File: config.mk
export PLATFORM = sky130hd
export DESIGN_NAME = ramped_dual_hbridge_drive_unit_flat
export DESIGN_NICKNAME = d
export VERILOG_FILES = /design/src/rtl/core/rhd_pkg.sv /design/src/rtl/core/rhd_in_if.sv /design/src/rtl/core/rhd_out_if.sv /design/src/rtl/core/rhd_cfg_if.sv /design/src/rtl/core/rhd_cfg_regs.sv /design/src/rtl/core/rhd_level.sv /design/src/rtl/core/rhd_decode.sv /design/src/rtl/core/ramped_dual_hbridge_drive_unit.sv /design/src/flat_wrapper.sv
export SDC_FILE = /design/constraint.sdc
export NUM_CORES = 1
export LEC_CHECK = 0
export ABC_CLOCK_PERIOD_IN_PS = 5800
export BUFFER_PORTS_ARGS = -buffer_cell sky130_fd_sc_hd__buf_2
export CAP_MARGIN = 25
export CORE_AREA = 2 2 114 199
export CTS_BUF_LIST = sky130_fd_sc_hd__clkbuf_2
export DETAILED_ROUTE_END_ITERATION = 7
export DIE_AREA = 0 0 116 201
export MAX_ROUTING_LAYER = met4
export PLACE_DENSITY = 0.58
export SKIP_LAST_GASP = 1
export SYNTH_ARGS = -nofsm -noshare
export SYNTH_HDL_FRONTEND = slang
export SYNTH_SLANG_ARGS = --single-unit
File: constraint.sdc
create_clock -name clk_i -period 5.8 [get_ports clk_i]
set_input_delay 1.16 -clock clk_i [delete_from_list [all_inputs] [get_ports clk_i]]
set_output_delay 1.16 -clock clk_i [all_outputs]
set_load 0.01 [all_outputs]
File: src/rtl/core/rhd_pkg.sv
`timescale 1ns / 1ps
// ----------------------------------------------------------------------------
// Ramped dual H-bridge drive package
// Shared types and constants for the drive block: word formats, the
// configuration register map and reset values.
// ----------------------------------------------------------------------------
package rhd_pkg;

  localparam int unsigned LevelW = 9;
  localparam int unsigned DutyW  = 8;
  localparam int unsigned CfgIdxW  = 2;
  localparam int unsigned CfgDataW = 8;

  localparam logic [DutyW-1:0] DutyMax       = 8'hFF;
  localparam logic [7:0]       StepReset     = 8'd10;
  localparam logic [7:0]       DeadbandReset = 8'd10;

  typedef enum logic [CfgIdxW-1:0] {
    CfgStepSize   = 2'd0,
    CfgDeadband   = 2'd1,
    CfgMotorPower = 2'd2
  } cfg_idx_e;

  typedef logic signed [LevelW-1:0] level_t;

  // Current configuration as seen by the datapath.
  typedef struct packed {
    logic [7:0] step_size;
    logic [7:0] deadband;
    logic       motor_power;
  } cfg_t;

  typedef struct packed {
    level_t m1_target;
    level_t m2_target;
    logic   ramp;
  } in_word_t;

  // Bridge drive for one motor.
  typedef struct packed {
    logic             in_a;
    logic             in_b;
    logic [DutyW-1:0] duty;
  } drive_t;

  typedef struct packed {
    drive_t m1;
    drive_t m2;
    logic   at_target;
    logic   standby_n;
  } out_word_t;

endpackage

File: src/rtl/core/rhd_in_if.sv
`timescale 1ns / 1ps
// ----------------------------------------------------------------------------
// Drive command channel
// Valid/ready channel carrying the two motor targets and the ramp flag.
// ----------------------------------------------------------------------------
interface rhd_in_if;
  logic            valid;
  logic            ready;
  rhd_pkg::level_t m1_target;
  rhd_pkg::level_t m2_target;
  logic            ramp;

  modport source (output valid, output m1_target, output m2_target, output ramp,
                  input ready);
  modport sink   (input valid, input m1_target, input m2_target, input ramp,
                  output ready);
endinterface

File: src/rtl/core/rhd_out_if.sv
`timescale 1ns / 1ps
// ----------------------------------------------------------------------------
// Bridge drive channel
// Valid/ready channel carrying the pin levels and duties for both bridges.
// ----------------------------------------------------------------------------
interface rhd_out_if;
  logic                          valid;
  logic                          ready;
  logic                          m1_in_a;
  logic                          m1_in_b;
  logic [rhd_pkg::DutyW-1:0]     m1_duty;
  logic                          m2_in_a;
  logic                          m2_in_b;
  logic [rhd_pkg::DutyW-1:0]     m2_duty;
  logic                          at_target;
  logic                          standby_n;

  modport source (output valid, output m1_in_a, output m1_in_b, output m1_duty,
                  output m2_in_a, output m2_in_b, output m2_duty,
                  output at_target, output standby_n, input ready);
  modport sink   (input valid, input m1_in_a, input m1_in_b, input m1_duty,
                  input m2_in_a, input m2_in_b, input m2_duty,
                  input at_target, input standby_n, output ready);
endinterface

File: src/rtl/core/rhd_cfg_if.sv
`timescale 1ns / 1ps
// ----------------------------------------------------------------------------
// Configuration write channel
// Valid/ready channel carrying a register index and its write data.
// ----------------------------------------------------------------------------
interface rhd_cfg_if;
  logic                           valid;
  logic                           ready;
  logic [rhd_pkg::CfgIdxW-1:0]    index;
  logic [rhd_pkg::CfgDataW-1:0]   data;

  modport source (output valid, output index, output data, input ready);
  modport sink   (input valid, input index, input data, output ready);
endinterface

File: src/rtl/core/rhd_cfg_regs.sv
`timescale 1ns / 1ps
// ----------------------------------------------------------------------------
// Configuration registers
// Holds step size, deadband and motor power; writes to unused indexes are
// dropped.
// ----------------------------------------------------------------------------
module rhd_cfg_regs (
  input  logic          clk_i,
  input  logic          rst_ni,
  rhd_cfg_if.sink       cfg_i,
  output rhd_pkg::cfg_t cfg_o
);

  rhd_pkg::cfg_t cfg_q, cfg_d;

  assign cfg_i.ready = 1'b1;

  always_comb begin
    cfg_d = cfg_q;
    if (cfg_i.valid) begin
      case (rhd_pkg::cfg_idx_e'(cfg_i.index))
        rhd_pkg::CfgStepSize:   cfg_d.step_size   = cfg_i.data;
        rhd_pkg::CfgDeadband:   cfg_d.deadband    = cfg_i.data;
        rhd_pkg::CfgMotorPower: cfg_d.motor_power = cfg_i.data[0];
        default:                cfg_d = cfg_q;
      endcase
    end
  end

  always_ff @(posedge clk_i or negedge rst_ni) begin
    if (!rst_ni) begin
      cfg_q.step_size   <= rhd_pkg::StepReset;
      cfg_q.deadband    <= rhd_pkg::DeadbandReset;
      cfg_q.motor_power <= 1'b0;
    end else begin
      cfg_q <= cfg_d;
    end
  end

  assign cfg_o = cfg_q;

endmodule

File: src/rtl/core/rhd_level.sv
`timescale 1ns / 1ps
// ----------------------------------------------------------------------------
// Motor level ramp
// Stores one motor level and moves it toward the target, limited by the
// step size when ramping.
// ----------------------------------------------------------------------------
module rhd_level (
  input  logic            clk_i,
  input  logic            rst_ni,
  input  logic            en_i,
  input  rhd_pkg::level_t target_i,
  input  logic            ramp_i,
  input  logic [7:0]      step_size_i,
  output rhd_pkg::level_t level_o,
  output logic            at_target_o
);

  rhd_pkg::level_t   level_q, level_d;
  logic signed [9:0] diff;
  logic [9:0]        span;
  logic              far;

  always_comb begin
    diff = 10'(signed'({target_i[8], target_i})) - 10'(signed'({level_q[8], level_q}));
    span = diff[9] ? 10'(-diff) : 10'(diff);
    far  = span > {2'b00, step_size_i};
    if (!ramp_i || !far) begin
      level_d = target_i;
    end else if (diff[9]) begin
      level_d = rhd_pkg::level_t'(level_q - signed'({1'b0, step_size_i}));
    end else begin
      level_d = rhd_pkg::level_t'(level_q + signed'({1'b0, step_size_i}));
    end
  end

  always_ff @(posedge clk_i or negedge rst_ni) begin
    if (!rst_ni) begin
      level_q <= '0;
    end else if (en_i) begin
      level_q <= level_d;
    end
  end

  assign level_o     = level_d;
  assign at_target_o = (level_d == target_i);

endmodule

File: src/rtl/core/rhd_decode.sv
`timescale 1ns / 1ps
// ----------------------------------------------------------------------------
// Bridge decode
// Turns a signed motor level into direction pins and a clamped PWM duty.
// ----------------------------------------------------------------------------
module rhd_decode (
  input  rhd_pkg::level_t level_i,
  input  logic [7:0]      deadband_i,
  output rhd_pkg::drive_t drive_o
);

  logic                      rev;
  logic [8:0]                mag;
  logic [rhd_pkg::DutyW-1:0] duty;

  always_comb begin
    rev  = level_i[8];
    mag  = rev ? 9'(-level_i) : 9'(level_i);
    duty = mag[8] ? rhd_pkg::DutyMax : mag[7:0];
    drive_o.duty = duty;
    if (duty < deadband_i) begin
      drive_o.in_a = 1'b0;
      drive_o.in_b = 1'b0;
    end else begin
      drive_o.in_a = !rev;
      drive_o.in_b = rev;
    end
  end

endmodule

File: src/rtl/core/ramped_dual_hbridge_drive_unit.sv
`timescale 1ns / 1ps
// ----------------------------------------------------------------------------
// Ramped dual H-bridge drive unit
// Slew-limited speed control and bridge pin decode for two DC motors.
// ----------------------------------------------------------------------------
// Usage:
//   in_i carries one command word per tick: two signed targets and a ramp
//   flag. out_o returns exactly one drive word per command, in order: the
//   direction pins and PWM duty of each bridge, an at-target flag and the
//   standby pin. cfg_i writes step size (0), deadband (1) and motor power
//   (2); writes to index 3 are dropped. Configure only while the block is
//   idle.
//   A command is latched in an input register, then the ramp and decode
//   run combinationally into the output register, which holds the drive
//   word; one word is taken every cycle while out_o is ready.
//   If out_o stalls, the output register holds its word and the input
//   register still takes one more command before in_i.ready drops.
//   Reset clears both motor levels to zero, empties both registers and loads
//   step size 10, deadband 10 and motor power off.
// ----------------------------------------------------------------------------
module ramped_dual_hbridge_drive_unit (
  input  logic     clk_i,
  input  logic     rst_ni,
  rhd_in_if.sink   in_i,
  rhd_out_if.source out_o,
  rhd_cfg_if.sink  cfg_i
);

  rhd_pkg::cfg_t      cfg;
  rhd_pkg::in_word_t  in_q;
  rhd_pkg::out_word_t out_q, out_d;
  rhd_pkg::level_t    m1_level, m2_level;
  logic               in_valid_q, out_valid_q;
  logic               advance;
  logic               m1_at, m2_at;

  rhd_cfg_regs u_cfg (
    .clk_i  (clk_i),
    .rst_ni (rst_ni),
    .cfg_i  (cfg_i),
    .cfg_o  (cfg)
  );

  // The stored word moves forward when the output register is free or drains.
  assign advance    = in_valid_q && (!out_valid_q || out_o.ready);
  assign in_i.ready = !in_valid_q || advance;

  always_ff @(posedge clk_i or negedge rst_ni) begin
    if (!rst_ni) begin
      in_valid_q <= 1'b0;
    end else if (in_i.ready) begin
      in_valid_q <= in_i.valid;
    end
  end

  always_ff @(posedge clk_i) begin
    if (in_i.ready && in_i.valid) begin
      in_q.m1_target <= in_i.m1_target;
      in_q.m2_target <= in_i.m2_target;
      in_q.ramp      <= in_i.ramp;
    end
  end

  rhd_level u_m1_level (
    .clk_i       (clk_i),
    .rst_ni      (rst_ni),
    .en_i        (advance),
    .target_i    (in_q.m1_target),
    .ramp_i      (in_q.ramp),
    .step_size_i (cfg.step_size),
    .level_o     (m1_level),
    .at_target_o (m1_at)
  );

  rhd_level u_m2_level (
    .clk_i       (clk_i),
    .rst_ni      (rst_ni),
    .en_i        (advance),
    .target_i    (in_q.m2_target),
    .ramp_i      (in_q.ramp),
    .step_size_i (cfg.step_size),
    .level_o     (m2_level),
    .at_target_o (m2_at)
  );

  rhd_decode u_m1_decode (
    .level_i    (m1_level),
    .deadband_i (cfg.deadband),
    .drive_o    (out_d.m1)
  );

  rhd_decode u_m2_decode (
    .level_i    (m2_level),
    .deadband_i (cfg.deadband),
    .drive_o    (out_d.m2)
  );

  assign out_d.at_target = m1_at && m2_at;
  assign out_d.standby_n = cfg.motor_power;

  always_ff @(posedge clk_i or negedge rst_ni) begin
    if (!rst_ni) begin
      out_valid_q <= 1'b0;
    end else if (advance) begin
      out_valid_q <= 1'b1;
    end else if (out_o.ready) begin
      out_valid_q <= 1'b0;
    end
  end

  always_ff @(posedge clk_i) begin
    if (advance) begin
      out_q <= out_d;
    end
  end

  assign out_o.valid     = out_valid_q;
  assign out_o.m1_in_a   = out_q.m1.in_a;
  assign out_o.m1_in_b   = out_q.m1.in_b;
  assign out_o.m1_duty   = out_q.m1.duty;
  assign out_o.m2_in_a   = out_q.m2.in_a;
  assign out_o.m2_in_b   = out_q.m2.in_b;
  assign out_o.m2_duty   = out_q.m2.duty;
  assign out_o.at_target = out_q.at_target;
  assign out_o.standby_n = out_q.standby_n;

endmodule
File: src/flat_wrapper.sv
// flat-port wrapper written by rule: the top's interface ports become plain ports
module ramped_dual_hbridge_drive_unit_flat 
  (clk_i, rst_ni, in_i_valid, in_i_m1_target, in_i_m2_target, in_i_ramp, in_i_ready, out_o_valid, out_o_m1_in_a, out_o_m1_in_b, out_o_m1_duty, out_o_m2_in_a, out_o_m2_in_b, out_o_m2_duty, out_o_at_target, out_o_standby_n, out_o_ready, cfg_i_valid, cfg_i_index, cfg_i_data, cfg_i_ready);
  rhd_in_if in_i_i ();
  rhd_out_if out_o_i ();
  rhd_cfg_if cfg_i_i ();
  input  logic clk_i;
  input  logic rst_ni;
  input wire logic [$bits(in_i_i.valid)-1:0] in_i_valid;
  input wire logic [$bits(in_i_i.m1_target)-1:0] in_i_m1_target;
  input wire logic [$bits(in_i_i.m2_target)-1:0] in_i_m2_target;
  input wire logic [$bits(in_i_i.ramp)-1:0] in_i_ramp;
  output wire logic [$bits(in_i_i.ready)-1:0] in_i_ready;
  output wire logic [$bits(out_o_i.valid)-1:0] out_o_valid;
  output wire logic [$bits(out_o_i.m1_in_a)-1:0] out_o_m1_in_a;
  output wire logic [$bits(out_o_i.m1_in_b)-1:0] out_o_m1_in_b;
  output wire logic [$bits(out_o_i.m1_duty)-1:0] out_o_m1_duty;
  output wire logic [$bits(out_o_i.m2_in_a)-1:0] out_o_m2_in_a;
  output wire logic [$bits(out_o_i.m2_in_b)-1:0] out_o_m2_in_b;
  output wire logic [$bits(out_o_i.m2_duty)-1:0] out_o_m2_duty;
  output wire logic [$bits(out_o_i.at_target)-1:0] out_o_at_target;
  output wire logic [$bits(out_o_i.standby_n)-1:0] out_o_standby_n;
  input wire logic [$bits(out_o_i.ready)-1:0] out_o_ready;
  input wire logic [$bits(cfg_i_i.valid)-1:0] cfg_i_valid;
  input wire logic [$bits(cfg_i_i.index)-1:0] cfg_i_index;
  input wire logic [$bits(cfg_i_i.data)-1:0] cfg_i_data;
  output wire logic [$bits(cfg_i_i.ready)-1:0] cfg_i_ready;
  assign in_i_i.valid = in_i_valid;
  assign in_i_i.m1_target = in_i_m1_target;
  assign in_i_i.m2_target = in_i_m2_target;
  assign in_i_i.ramp = in_i_ramp;
  assign in_i_ready = in_i_i.ready;
  assign out_o_valid = out_o_i.valid;
  assign out_o_m1_in_a = out_o_i.m1_in_a;
  assign out_o_m1_in_b = out_o_i.m1_in_b;
  assign out_o_m1_duty = out_o_i.m1_duty;
  assign out_o_m2_in_a = out_o_i.m2_in_a;
  assign out_o_m2_in_b = out_o_i.m2_in_b;
  assign out_o_m2_duty = out_o_i.m2_duty;
  assign out_o_at_target = out_o_i.at_target;
  assign out_o_standby_n = out_o_i.standby_n;
  assign out_o_i.ready = out_o_ready;
  assign cfg_i_i.valid = cfg_i_valid;
  assign cfg_i_i.index = cfg_i_index;
  assign cfg_i_i.data = cfg_i_data;
  assign cfg_i_ready = cfg_i_i.ready;
  ramped_dual_hbridge_drive_unit u_core (.clk_i(clk_i), .rst_ni(rst_ni), .in_i(in_i_i), .out_o(out_o_i), .cfg_i(cfg_i_i));
endmodule
==> results.md <==
- WL/cell: between 15 and 20 um
- Mapped cell area: between 0.006 and 0.007 mm^2
- Share of the synthesized area in the top cell type: a little under a fifth
- Seq cells post-synth: 78
- Placed insts: about 1.2k
- Number of flops mapped to enable cells by yosys: just over 40
- Die W: approximately 120 um
- Clock buffer depth: 2
- DR DRC count: 0
- Post-synth top flop: edfxtp_1
- Min-delay worst type: flop to flop
- Count leader, synth: ha_1
- DIE AREA: 0.0233 mm^2
- Clock Sinks: 78
- Final #Nets: between 900 and 1k
- Detailed placer's ending HPWL: 16.4 mm
- Post-synthesis sequential area ratio: a little under a third
- Share of cells above drive strength 1: a little over a quarter
- Max Fclk: 180 MHz
- Slew @ Worst Pin: ~600 ps
- Htree depth: 3
- Status: completed
- Non-Filler Instances: about 1.2k
- Startpoint types: flop
- Worst-path fanout max: 4
- Tcrit/Tclk final: ~96%
- Detail Route Antenna Nets: 0
- Ys async rst share: between 40 and 50%
- Root buffer cell: clkbuf_2
- Crit path kind: flop to flop
- Core box area: ~0.022 mm^2
- Row cnt: just over 70
- IO Port Bufs: 57
- Final Hold Viols: 0
- Largest net degree at the start of global routing: 38
- All-layer global routing usage: 18.1%
- Top cells by area, synth: edfxtp_1, ha_1, dfrtp_1
- Global-route wire length before repair: 30.9 mm
- Fin. max-slew vios: 0
- Num CTS Buffers: 9
- Total gr overflow: 0
- Vias in the first global route: ~6.0k
- YS warnings: 0
- Clk_lat worst skew: approximately 630 ps
- WHS: 485 ps
- Largest area contributor in the netlist: edfxtp_1
- Starting Density: 31.3%
- Via density: between 5 and 6
- Setup violators final: 0
- Slew margin rel.: 60.1%
- Worst Path Required: 6190 ps
- Count of hold-fix buffers inserted at cts: 0
- Post-Syn Area per Cell: approximately 9 um^2
- Critical path arrival: around 6000 ps
- Ports: 59
- Unrepaired setup endpoints after global routing: true
- Syn-to-layout area delta: 23.6%
- CP Capture Type: flop
- CTS tree: built
- Max-capacitance violation count: 0
- Post-Route WL: around 21 mm
- Commonest cells in the netlist: ha_1, nand2_1, xnor2_1
- Minimum clock period: approximately 5500 ps
- DRT Pass-1 Iters: 6
- Reg clk slew, reported paths: 250 ps
- Initial antenna violation count: 1
- Synth Net Count: 851
- Detailed Route Iter0 Violations: between 150 and 200
- Final GP Congestion: 0.874
- Synth cell types: 74
- Via count: around 6k
- Die H: between 200 and 250 um
- Mapped Cells: between 700 and 800
- Final setup skew: ~40 ps
## path summary, 6_finish.rpt
kind | start | end | slack (ps) | depth (start not counted)
max in group asynchronous | rst_ni | u_core.in_valid_q | 4780 | 2
max | u_core.in_q[3] | u_core.out_o.m2_in_b | 250 | 22
min reg2reg | u_core.u_cfg.cfg_o[0] | u_core.out_o.standby_n | 480 | 0
min | u_core.u_cfg.cfg_o[0] | u_core.out_o.standby_n | 480 | 0
max reg2reg | u_core.in_q[3] | u_core.out_o.m2_in_b | 250 | 22
min in group asynchronous | rst_ni | u_core.u_cfg.cfg_o[6] | 580 | 2
## layout by cell type, fill, tap and decap left out, types with 4 or more instances in the layout
cell type,synthesis,layout
nor3_1,18,15
and3_1,9,7
a21oi_1,36,29
o21ai_1,11,10
o21a_1,9,9
ha_1,67,63
or2_2,6,6
a211oi_1,7,6
nor2_2,3,4
mux2_2,13,13
dfrtp_1,33,33
a21oi_2,0,7
o21ai_2,0,4
nand2_1,66,65
dfstp_2,4,4
o31ai_1,5,4
a21o_1,10,10
clkbuf_2,0,9
inv_1,52,52
nand4_1,10,10
buf_4,3,86
nand3_1,11,11
nor4_1,4,4
and2_1,5,5
mux2i_1,16,15
a31oi_1,5,5
buf_2,3,57
nor2_1,55,54
xor2_1,20,19
or3_1,10,10
o21ai_0,54,51
nor2b_1,8,8
nand2b_1,13,13
o211ai_1,10,10
xnor2_1,58,56
edfxtp_1,41,41
nand3b_1,5,5
## final cells by class
| cell class | instances | area, um^2 |
|---|---|---|
| diodes | 1 | 2.50 |
| repair buffers | 146 | 981 |
| flip-flops and latches | 78 | 2160 |
| well taps | 296 | 370 |
| multi-input cells | 599 | 4570 |
| clock buffers | 9 | 45.0 |
| fillers | 2316 | 13400 |
| inverters | 54 | 203 |
| clock inverters | 6 | 86.3 |
## registers in the layout, summed over array words and instances, names as in the netlist
name                       flops
u_core.out_o.at_target         1
u_core.u_m2_level.level_q      9
u_core.out_o.m1_in_b           1
u_core.u_cfg.cfg_o            17
u_core.in_q                   19
u_core.out_o.m2_in_b           1
u_core.out_o.m2_duty           8
u_core.out_o.m1_duty           8
u_core.out_o.m2_in_a           1
u_core.out_o.valid             1
u_core.u_m1_level.level_q      9
u_core.out_o.m1_in_a           1
u_core.in_valid_q              1
u_core.out_o.standby_n         1
## stage by stage
stage	setup WS, ps	TNS (ps)	util (%)	cell area [um^2]
4_1_cts	35.5	0	37.0	8080
3_5_place_dp	-26.1	-35.1	36.4	7930
3_3_place_gp	100	0	36.4	7930
6_report	250	0	38.6	8420
2_1_floorplan	50.4	0	-	6820
5_1_grt	-51.6	-123	38.6	8420
## kinds of logic after synthesis
logic type | count (synthesis) | synth area share [%]
adders and majority gates | 71 | 13.5
xor gates and xnor gates | 79 | 10.4
buffers and inverters | 69 | 4.24
AOI/OAI and AO/OA | 184 | 18.5
muxes | 30 | 4.70
DFF | 78 | 31.7
other | 1 | 0.0550
and+or+nand+nor | 234 | 17.0
## timing repair
item | 4_1_cts | 5_1_grt
setup buffers | 1 | 15
resized for setup | 4 | 45
endpoints found under the setup margin | 2 | 4
pin swaps | 0 | 17
## per-layer routing
metal  GRT usage, %  wire, um  vias up  part of all wire, %
met5              -         0        -                    0
met4           9.27      1060        0                  5.2
met3           2.54       405       56                  2.0
met2           35.3     11900      100                   58
met1           16.3      7110     2849                   35
li1               -         -     2972                    -
## worst max-delay path, stage by stage (launching register included)
cell and delay (ps):
edfxtp_1 490, ha_1 360, nor2_1 220, a211oi_2 100, o2111ai_2 240, nand3_2 150, o21ai_2 190, inv_1 60
ha_1 260, nor2b_1 140, o31a_1 250, o21a_1 200, or3_1 320, a2111o_1 400, or4b_4 530, mux2_2 300
o21ai_2 70, ha_1 260, a21o_1 180, a21o_1 180, a21oi_2 140, and3_4 200, a211oi_1 60
Power is not shown: default switching activity piles up to over one toggle a cycle in this logic, so the estimate is an artifact.
